--- config.mk ---
export PLATFORM = sky130hd
export DESIGN_NAME = axial_normal_running_mean
export DESIGN_NICKNAME = d
export VERILOG_FILES = /design/src/anrm_pkg.sv /design/src/axial_normal_running_mean.sv
export SDC_FILE = /design/constraint.sdc
export NUM_CORES = 2
export LEC_CHECK = 0
export ABC_AREA = 1
export BUFFER_PORTS_ARGS = -buffer_cell sky130_fd_sc_hd__buf_2
export CELL_PAD_IN_SITES_DETAIL_PLACEMENT = 0
export CELL_PAD_IN_SITES_GLOBAL_PLACEMENT = 1
export CORE_MARGIN = 4
export CORE_UTILIZATION = 30
export CTS_CLUSTER_DIAMETER = 100
export DETAILED_ROUTE_END_ITERATION = 10
export GPL_ROUTABILITY_DRIVEN = 0
export GPL_TIMING_DRIVEN = 1
export HOLD_SLACK_MARGIN = 0.02
export MAX_ROUTING_LAYER = met4
export PLACE_DENSITY_LB_ADDON = 0.1
export SKIP_LAST_GASP = 1
export SYNTH_ARGS = -nofsm -noshare
export SYNTH_HDL_FRONTEND = slang
export SYNTH_SLANG_ARGS = --single-unit
export TNS_END_PERCENT = 30
--- constraint.sdc ---
create_clock -name clk -period 12.8 [get_ports clk]
set_clock_uncertainty 0.1 [all_clocks]
set_input_delay 1.28 -clock clk [delete_from_list [all_inputs] [get_ports clk]]
set_output_delay 1.28 -clock clk [all_outputs]
set_load 0.02 [all_outputs]
--- src/anrm_pkg.sv ---
// Package for the axial normal running mean block.
// Holds the operation codes, sequencer states and the count limit; no dependencies.
`timescale 1ns / 1ps
package anrm_pkg;

	localparam int unsigned CountMax = 65535;

	typedef enum logic [1:0] {
		OP_LEARN = 2'd0,
		OP_APPLY = 2'd1,
		OP_CLEAR = 2'd2,
		OP_NONE  = 2'd3
	} op_t;

	typedef enum logic [3:0] {
		ST_IDLE,
		ST_DOT,
		ST_AVG_MUL,
		ST_AVG_DIV,
		ST_SQ,
		ST_SQRT,
		ST_NRM_DIV,
		ST_DONE
	} state_t;

endpackage

--- src/axial_normal_running_mean.sv ---
// Running mean of axial 3-D normals, Q2.14, with sample count; one shared multiplier and divider.
// Apply, clear and learn without averaging register their result straight from idle;
// a good learn on live statistics runs 3 averages and 3 normalizations on a 32-step divider
// and a 16-step square root; a zero-length average skips the normalizations.
// Throughput: s_tready is low from acceptance until the result is registered; a finished
// result waits while m_tready is low. Reset: arst_n clears mean, count and handshake state.
`timescale 1ns / 1ps
module axial_normal_running_mean
	import anrm_pkg::*;
(
	input  logic        clk,
	input  logic        arst_n,
	input  logic        s_tvalid,
	output logic        s_tready,
	// [1:0] operation, [17:2] normal_x, [33:18] normal_y, [49:34] normal_z, pad to 56
	input  logic [55:0] s_tdata,
	// [0] good_example
	input  logic        s_tuser,
	output logic        m_tvalid,
	input  logic        m_tready,
	// [15:0] adjusted_x, [31:16] adjusted_y, [47:32] adjusted_z
	output logic [47:0] m_tdata,
	// [0] stats_valid
	output logic        m_tuser
);

	localparam int DW = 32; // divider operand width

	state_t state_q, state_d;

	logic signed [15:0] mean_q [3];
	logic [15:0]        count_q;
	logic signed [16:0] v_q [3];
	logic               good_q;
	op_t                op_q;
	logic [1:0]         idx_q;
	logic signed [17:0] a_q [3];
	logic signed [35:0] acc_q;
	logic [5:0]         step_q;
	logic               busy_q;
	logic [15:0]        out_q [3];
	logic               stv_q;

	// shared divider: |num| / den, restoring, one bit per cycle
	logic [DW-1:0] dnum_q, dden_q, drem_q;
	logic          dneg_q;
	// square root state
	logic [31:0]   sq_s_q, sq_bit_q, sq_r_q;

	logic               s_acc;
	logic               out_free;
	logic               nz;
	logic               long_path;
	logic               short_fin;
	logic               fin;
	logic               div_end;
	logic signed [17:0] mul_a, mul_b;
	logic signed [35:0] mul_p;
	logic signed [35:0] acc_sum;
	logic signed [33:0] avg_num;
	logic [33:0]        avg_mag;
	logic [16:0]        den_avg;
	logic [DW:0]        trial;
	logic [31:0]        sq_tr;
	logic [1:0]         nrm_idx;
	logic signed [17:0] nrm_a;
	logic [17:0]        nrm_mag;
	logic signed [17:0] quo18;
	logic signed [15:0] quo16;

	function automatic logic [15:0] sat16(input logic signed [17:0] v);
		if (v > 18'sd32767) return 16'h7fff;
		if (v < -18'sd32768) return 16'h8000;
		return v[15:0];
	endfunction

	// handshake and item classification
	assign s_tready  = !busy_q;
	assign s_acc     = s_tvalid && s_tready;
	assign out_free  = !m_tvalid || m_tready;
	assign nz        = (v_q[0] != '0) || (v_q[1] != '0) || (v_q[2] != '0);
	assign long_path = (op_q == OP_LEARN) && nz && (count_q != '0) && good_q;
	assign short_fin = (state_q == ST_IDLE) && busy_q && !long_path && out_free;
	assign fin       = short_fin || ((state_q == ST_DONE) && out_free);
	assign div_end   = (step_q == 6'(DW));

	// single shared multiplier
	assign mul_p = mul_a * mul_b;

	always_comb begin
		mul_a = '0;
		mul_b = '0;
		unique case (state_q)
			ST_DOT: begin
				mul_a = 18'(mean_q[idx_q]);
				mul_b = 18'(v_q[idx_q]);
			end
			ST_AVG_MUL: begin
				mul_a = 18'(mean_q[idx_q]);
				mul_b = 18'({1'b0, count_q});
			end
			ST_SQ: begin
				mul_a = a_q[idx_q];
				mul_b = a_q[idx_q];
			end
			default: ;
		endcase
	end

	assign acc_sum = acc_q + mul_p;

	// average numerator m*n + v, rounded by adding half the divisor to the magnitude
	assign avg_num = 34'(mul_p) + 34'(v_q[idx_q]);
	assign avg_mag = avg_num[33] ? 34'(-avg_num) : 34'(avg_num);
	assign den_avg = {1'b0, count_q} + 17'd1;

	// normalization operand for the next component
	assign nrm_idx = (state_q == ST_SQRT || idx_q == 2'd2) ? 2'd0 : idx_q + 2'd1;
	assign nrm_a   = a_q[nrm_idx];
	assign nrm_mag = nrm_a[17] ? 18'(-nrm_a) : 18'(nrm_a);

	assign trial = {drem_q, dnum_q[DW-1]} - {1'b0, dden_q};
	assign quo18 = signed'(dnum_q[17:0]);
	assign quo16 = signed'(dnum_q[15:0]);

	assign sq_tr = sq_r_q + sq_bit_q;

	// next state
	always_comb begin
		state_d = state_q;
		unique case (state_q)
			ST_IDLE:    if (busy_q && long_path) state_d = ST_DOT;
			ST_DOT:     if (idx_q == 2'd2) state_d = ST_AVG_MUL;
			ST_AVG_MUL: state_d = ST_AVG_DIV;
			ST_AVG_DIV: if (div_end) state_d = (idx_q == 2'd2) ? ST_SQ : ST_AVG_MUL;
			ST_SQ:      if (idx_q == 2'd2) state_d = ST_SQRT;
			ST_SQRT:    if (sq_bit_q == '0) state_d = (acc_q == '0) ? ST_DONE : ST_NRM_DIV;
			ST_NRM_DIV: if (div_end && idx_q == 2'd2) state_d = ST_DONE;
			ST_DONE:    if (out_free) state_d = ST_IDLE;
			default:    state_d = ST_IDLE;
		endcase
	end

	always_ff @(posedge clk or negedge arst_n) begin
		if (!arst_n) begin
			state_q <= ST_IDLE;
		end else begin
			state_q <= state_d;
		end
	end

	// datapath and control
	always_ff @(posedge clk or negedge arst_n) begin
		if (!arst_n) begin
			for (int i = 0; i < 3; i++) begin
				mean_q[i] <= '0;
				v_q[i]    <= '0;
				a_q[i]    <= '0;
				out_q[i]  <= '0;
			end
			count_q  <= '0;
			op_q     <= OP_LEARN;
			good_q   <= 1'b0;
			busy_q   <= 1'b0;
			m_tvalid <= 1'b0;
			stv_q    <= 1'b0;
			idx_q    <= '0;
			acc_q    <= '0;
			step_q   <= '0;
			dnum_q   <= '0;
			dden_q   <= '0;
			drem_q   <= '0;
			dneg_q   <= 1'b0;
			sq_s_q   <= '0;
			sq_bit_q <= '0;
			sq_r_q   <= '0;
		end else begin
			// result transaction
			if (fin) m_tvalid <= 1'b1;
			else if (m_tready) m_tvalid <= 1'b0;
			if (s_acc) busy_q <= 1'b1;
			else if (fin) busy_q <= 1'b0;

			unique case (state_q)
				ST_IDLE: begin
					if (s_acc) begin
						op_q   <= op_t'(s_tdata[1:0]);
						v_q[0] <= 17'(signed'(s_tdata[17:2]));
						v_q[1] <= 17'(signed'(s_tdata[33:18]));
						v_q[2] <= 17'(signed'(s_tdata[49:34]));
						good_q <= s_tuser;
						idx_q  <= '0;
						acc_q  <= '0;
					end else if (short_fin) begin
						// operations that finish without the iterative path
						if (op_q == OP_LEARN && nz && count_q == '0) begin
							if (good_q) begin
								for (int i = 0; i < 3; i++) mean_q[i] <= v_q[i][15:0];
								count_q <= 16'd1;
							end
							for (int i = 0; i < 3; i++) out_q[i] <= '0;
							stv_q <= good_q;
						end else if ((op_q == OP_LEARN && nz) ||
								(op_q == OP_APPLY && count_q != '0)) begin
							for (int i = 0; i < 3; i++)
								out_q[i] <= sat16(18'(v_q[i]) - 18'(mean_q[i]));
							stv_q <= 1'b1;
						end else begin
							if (op_q == OP_CLEAR) begin
								for (int i = 0; i < 3; i++) mean_q[i] <= '0;
								count_q <= '0;
							end
							for (int i = 0; i < 3; i++) out_q[i] <= v_q[i][15:0];
							stv_q <= (op_q != OP_CLEAR) && (count_q != '0);
						end
					end
				end
				ST_DOT: begin
					acc_q <= acc_sum;
					idx_q <= (idx_q == 2'd2) ? 2'd0 : idx_q + 2'd1;
					if (idx_q == 2'd2 && acc_sum < 0)
						for (int i = 0; i < 3; i++) v_q[i] <= -v_q[i];
				end
				ST_AVG_MUL: begin
					dneg_q <= avg_num[33];
					dnum_q <= DW'(avg_mag) + DW'(den_avg >> 1);
					dden_q <= DW'(den_avg);
					drem_q <= '0;
					step_q <= '0;
				end
				ST_AVG_DIV, ST_NRM_DIV: begin
					if (!div_end) begin
						drem_q <= trial[DW] ? {drem_q[DW-2:0], dnum_q[DW-1]} : trial[DW-1:0];
						dnum_q <= {dnum_q[DW-2:0], ~trial[DW]};
						step_q <= step_q + 6'd1;
					end else if (state_q == ST_AVG_DIV) begin
						a_q[idx_q] <= dneg_q ? -quo18 : quo18;
						idx_q <= (idx_q == 2'd2) ? 2'd0 : idx_q + 2'd1;
						if (idx_q == 2'd2) acc_q <= '0;
					end else begin
						mean_q[idx_q] <= dneg_q ? -quo16 : quo16;
						if (idx_q == 2'd2) begin
							if (count_q != 16'(CountMax)) count_q <= count_q + 16'd1;
							idx_q <= '0;
						end else begin
							// load the next component
							dneg_q <= nrm_a[17];
							dnum_q <= DW'({nrm_mag, 14'd0}) + (sq_r_q >> 1);
							dden_q <= sq_r_q;
							drem_q <= '0;
							step_q <= '0;
							idx_q  <= idx_q + 2'd1;
						end
					end
				end
				ST_SQ: begin
					acc_q <= acc_sum;
					idx_q <= (idx_q == 2'd2) ? 2'd0 : idx_q + 2'd1;
					if (idx_q == 2'd2) begin
						sq_s_q   <= 32'(acc_sum);
						sq_r_q   <= '0;
						sq_bit_q <= 32'h4000_0000;
					end
				end
				ST_SQRT: begin
					if (sq_bit_q != '0) begin
						if (sq_s_q >= sq_tr) begin
							sq_s_q <= sq_s_q - sq_tr;
							sq_r_q <= (sq_r_q >> 1) + sq_bit_q;
						end else begin
							sq_r_q <= sq_r_q >> 1;
						end
						sq_bit_q <= sq_bit_q >> 2;
					end else if (acc_q == '0) begin
						// zero length drops the statistics
						for (int i = 0; i < 3; i++) mean_q[i] <= '0;
						count_q <= '0;
					end else begin
						dneg_q <= nrm_a[17];
						dnum_q <= DW'({nrm_mag, 14'd0}) + (sq_r_q >> 1);
						dden_q <= sq_r_q;
						drem_q <= '0;
						step_q <= '0;
						idx_q  <= '0;
					end
				end
				ST_DONE: begin
					if (out_free) begin
						for (int i = 0; i < 3; i++)
							out_q[i] <= sat16(18'(v_q[i]) - 18'(mean_q[i]));
						stv_q <= count_q != '0;
					end
				end
				default: ;
			endcase
		end
	end

	assign m_tdata = {out_q[2], out_q[1], out_q[0]};
	assign m_tuser = stv_q;

	// a waiting result holds still
	a_hold: assert property (@(posedge clk) disable iff (!arst_n)
		m_tvalid && !m_tready |=> m_tvalid && $stable(m_tdata) && $stable(m_tuser));
	// input is taken only while the sequencer idles
	a_idle: assert property (@(posedge clk) disable iff (!arst_n)
		s_tready |-> state_q == ST_IDLE);
	// sequencer runs only with an item at work
	a_busy: assert property (@(posedge clk) disable iff (!arst_n)
		state_q != ST_IDLE |-> busy_q);
	// divider step count stays in range
	a_step: assert property (@(posedge clk) disable iff (!arst_n)
		step_q <= 6'(DW));

endmodule

==> results.cfg <==
[status]
status = complete, no violations

[timing]
hold_viol_final = 0
setup_viol = 0
maxSlewViolCount = 0
rsz0062_at_grt = false
tightest_slew_ns = 1.32
clock.fmax_mhz = 83.3
fin_crit_ns = 12.00
finalCritPeriodShare = 0.938
slew_headroom = 0.120
tns_ns = 0

[route]
routed_wl_um = 203000
avgRoutedWirePerCell_um = 20.4
drt_iter0_markers = 3483
vias = 48665
ant_nets = 0
route.detailed.drc = 0
dr.pass1.iters = 6
via_per_inst = 4.91

[global_routing]
antenna_found_initial = 4
grt_pass1_vias = 48199
grt_first_pass_wirelength_um = 306000
track_usage = 0.230
grt_max_degree = 132
grt-ovfl-total = 0

[place]
post-dp-hpwl_um = 163000
port_buffers = 105

[synth]
ys_seq_area_frac = 0.217
yosys_warnings = 0
syn-num-nets = 8176
yosys_register_bits = 447
synth.distinct_cells = 63
netlist_instances = 7417
synth.avg_cell_area_um2 = 6.96
synth_edf_count = 0
syn_area_um2 = 51600
synth.area.top_cells = dfrtp_1 (22%), nand2_1 (14%), fa_1 (13%)
yosys.area.top_type = dfrtp_1
synth_top_area_frac = 0.217
synthFlopType = dfrtp_1
async_flop_share = 1.00

[worst_setup_path]
slowest_stage = o21ai_0
endpoint_kind = flop
cpMostUsedCell = nand2_1
cp_slowest_stage_delay_ns = 0.62
worstReg2RegStart = idx_q[0]$_DFFE_PN0P_
cp-start-kind = flop
regToRegSetupSlack_ns = 0.80
cp_max_fo = 41
path_class = reg2reg
cp.required_ns = 13.25
cp_data_arrival_time_ns = 12.45
r2r_cells = 59
r2r-end = dnum_q[28]$_DFFE_PN0P_

[hold_path]
worstHoldPathType = reg2reg
hold_path.startpoint = m_tdata[10]$_DFFE_PN0P_
hold_depth = 2
holdPathEnd = m_tdata[10]$_DFFE_PN0P_

[clock_network]
cts.sinks = 447
cts_hold_buf = 0
cts-root-buf = clkbuf_16
cts_buffer_depth = 3
clk_pin_slew_worst_paths_ns = 0.06
clock_latency_ns = 0.67
cts_buffers = 67
htreeDepth = 3
cts_tree = done

[floorplan]
ios = 112
initial_core_util = 0.303
dieWidth_um = 423
core_um2 = 170000
die_h_um = 423
row_count = 151
die_area_um2 = 179000

[layout]
drive_above_1_share = 0.0808
syn2layout_area_growth_pct = 12.9
fin_util = 0.342
nets = 8329
layout.area.seq_um2 = 11200
fillers = 18585
multi_input_area_um2 = 34600

[run]
max-cap-violations = 0
-- synth_stat cells, drive strengths merged, types with 24 or more instances --
master	instances
inv	1317
fa	338
o22ai	69
xnor2	96
nor4	27
clkbuf	182
nand4	75
a31oi	50
buf	54
nand2	1967
a21oi	491
ha	360
or2	24
xor2	194
nand3	290
o211ai	52
nor3	75
nor2	421
o21ai	673
dfrtp	447
o31ai	28
-- worst max-delay path, delay by kind of cell (launching register included) --
family	cells	cell delay [ns]
flops	1	0.39
compound gates	12	2.57
simple gates	22	2.59
xor+xnor	2	0.52
fa+ha+maj	9	3.80
buf+inv	14	1.83
-- sequential cells by signal (all words and copies together) (netlist names), 2 cells and up --
name and flops:
state_q 3, drem_q 32, step_q 6, count_q 16, a_q 54, op_q 2, m_tdata 48, acc_q 36
mean_q 48, dden_q 32, dnum_q 32, sq_bit_q 16, sq_s_q 32, v_q 51, sq_r_q 32, idx_q 2
-- worst max-delay path by stage --
| stage | slack, ns | to | from |
|---|---|---|---|
| 2_1_floorplan | 1.29 | dnum_q[29]$_DFFE_PN0P_ | idx_q[0]$_DFFE_PN0P_ |
| 3_3_place_gp | 0.40 | dnum_q[28]$_DFFE_PN0P_ | idx_q[0]$_DFFE_PN0P_ |
| 3_5_place_dp | 0.40 | dnum_q[28]$_DFFE_PN0P_ | idx_q[0]$_DFFE_PN0P_ |
| 4_1_cts | 0.31 | dnum_q[28]$_DFFE_PN0P_ | idx_q[0]$_DFFE_PN0P_ |
| 5_1_grt | 0.006 | dnum_q[28]$_DFFE_PN0P_ | state_q[1]$_DFFE_PN0P_ |
| 6_report | 0.80 | dnum_q[28]$_DFFE_PN0P_ | idx_q[0]$_DFFE_PN0P_ |
-- kinds of logic (layout without fill, tap and decap cells) --
kind of cell | Yosys count | in the layout | synth area share
xor+xnor | 290 | 290 | 0.0492
compound gates | 1523 | 1523 | 0.165
simple gates | 2900 | 2900 | 0.236
fa+ha+maj | 698 | 698 | 0.218
flops | 447 | 447 | 0.217
buf+inv | 1559 | 1763 | 0.115
other cells | 0 | 3 | 0
-- area by class of cell --
class / instances / share of cell area
Multi-Input combinational cell: 5411 / 0.594
Tap cell: 2295 / 0.0493
Inverter: 1323 / 0.0853
Sequential cell: 447 / 0.192
Clock buffer: 90 / 0.0329
Timing Repair Buffer: 320 / 0.0387
Antenna cell: 3 / 0.000129
Clock inverter: 30 / 0.00775
-- placed cells by master, fill, tap and decap left out, drive strengths merged, types with 6 or more instances in the layout --
master / instances
fa: 338
a21o: 17
nand3: 290
inv: 1323
a22o: 12
a22oi: 23
a31oi: 50
o211ai: 52
or2: 24
ha: 360
bufinv: 10
nor3: 75
a21oi: 491
nor4: 27
clkinv: 17
a221oi: 8
nand4: 75
o21bai: 14
nand3b: 9
and2: 6
xnor2: 96
nor2: 421
o31ai: 28
dfrtp: 447
o2111ai: 21
o22ai: 69
xor2: 194
nand2: 1967
a21boi: 11
buf: 320
o21ai: 673
o221ai: 21
clkbuf: 90
o21a: 11
-- through the flow --
step                      std cells  cell area (µm²)  hold slack [ns]  setup WS (ns)
after floorplan                7417            51600            0.348           1.29
after detailed placement       9790            55800            0.360          0.402
final                          9919            58300            0.369          0.797
after CTS                      9910            58100            0.375          0.308
after global routing           9918            58300            0.389        0.00633
after global placement         9790            55800            0.357          0.405
-- routing by layer --
layer  routed length (µm)  vias up  GRT usage
met2                90200     1024      0.355
met1                98300    23335      0.320
met5                    0        -          -
met3                 8430      199     0.0266
met4                 5810        0     0.0613
li1                     -    24107          -
-- timing repair --
action,4_1_cts,5_1_grt
setup endpoints to repair,0,22
setup buffers,0,6
resized for setup,0,35
Power is left out: the tool's default activity adds up to more than one toggle a clock period on the data nets, which glitch-free logic cannot reach.
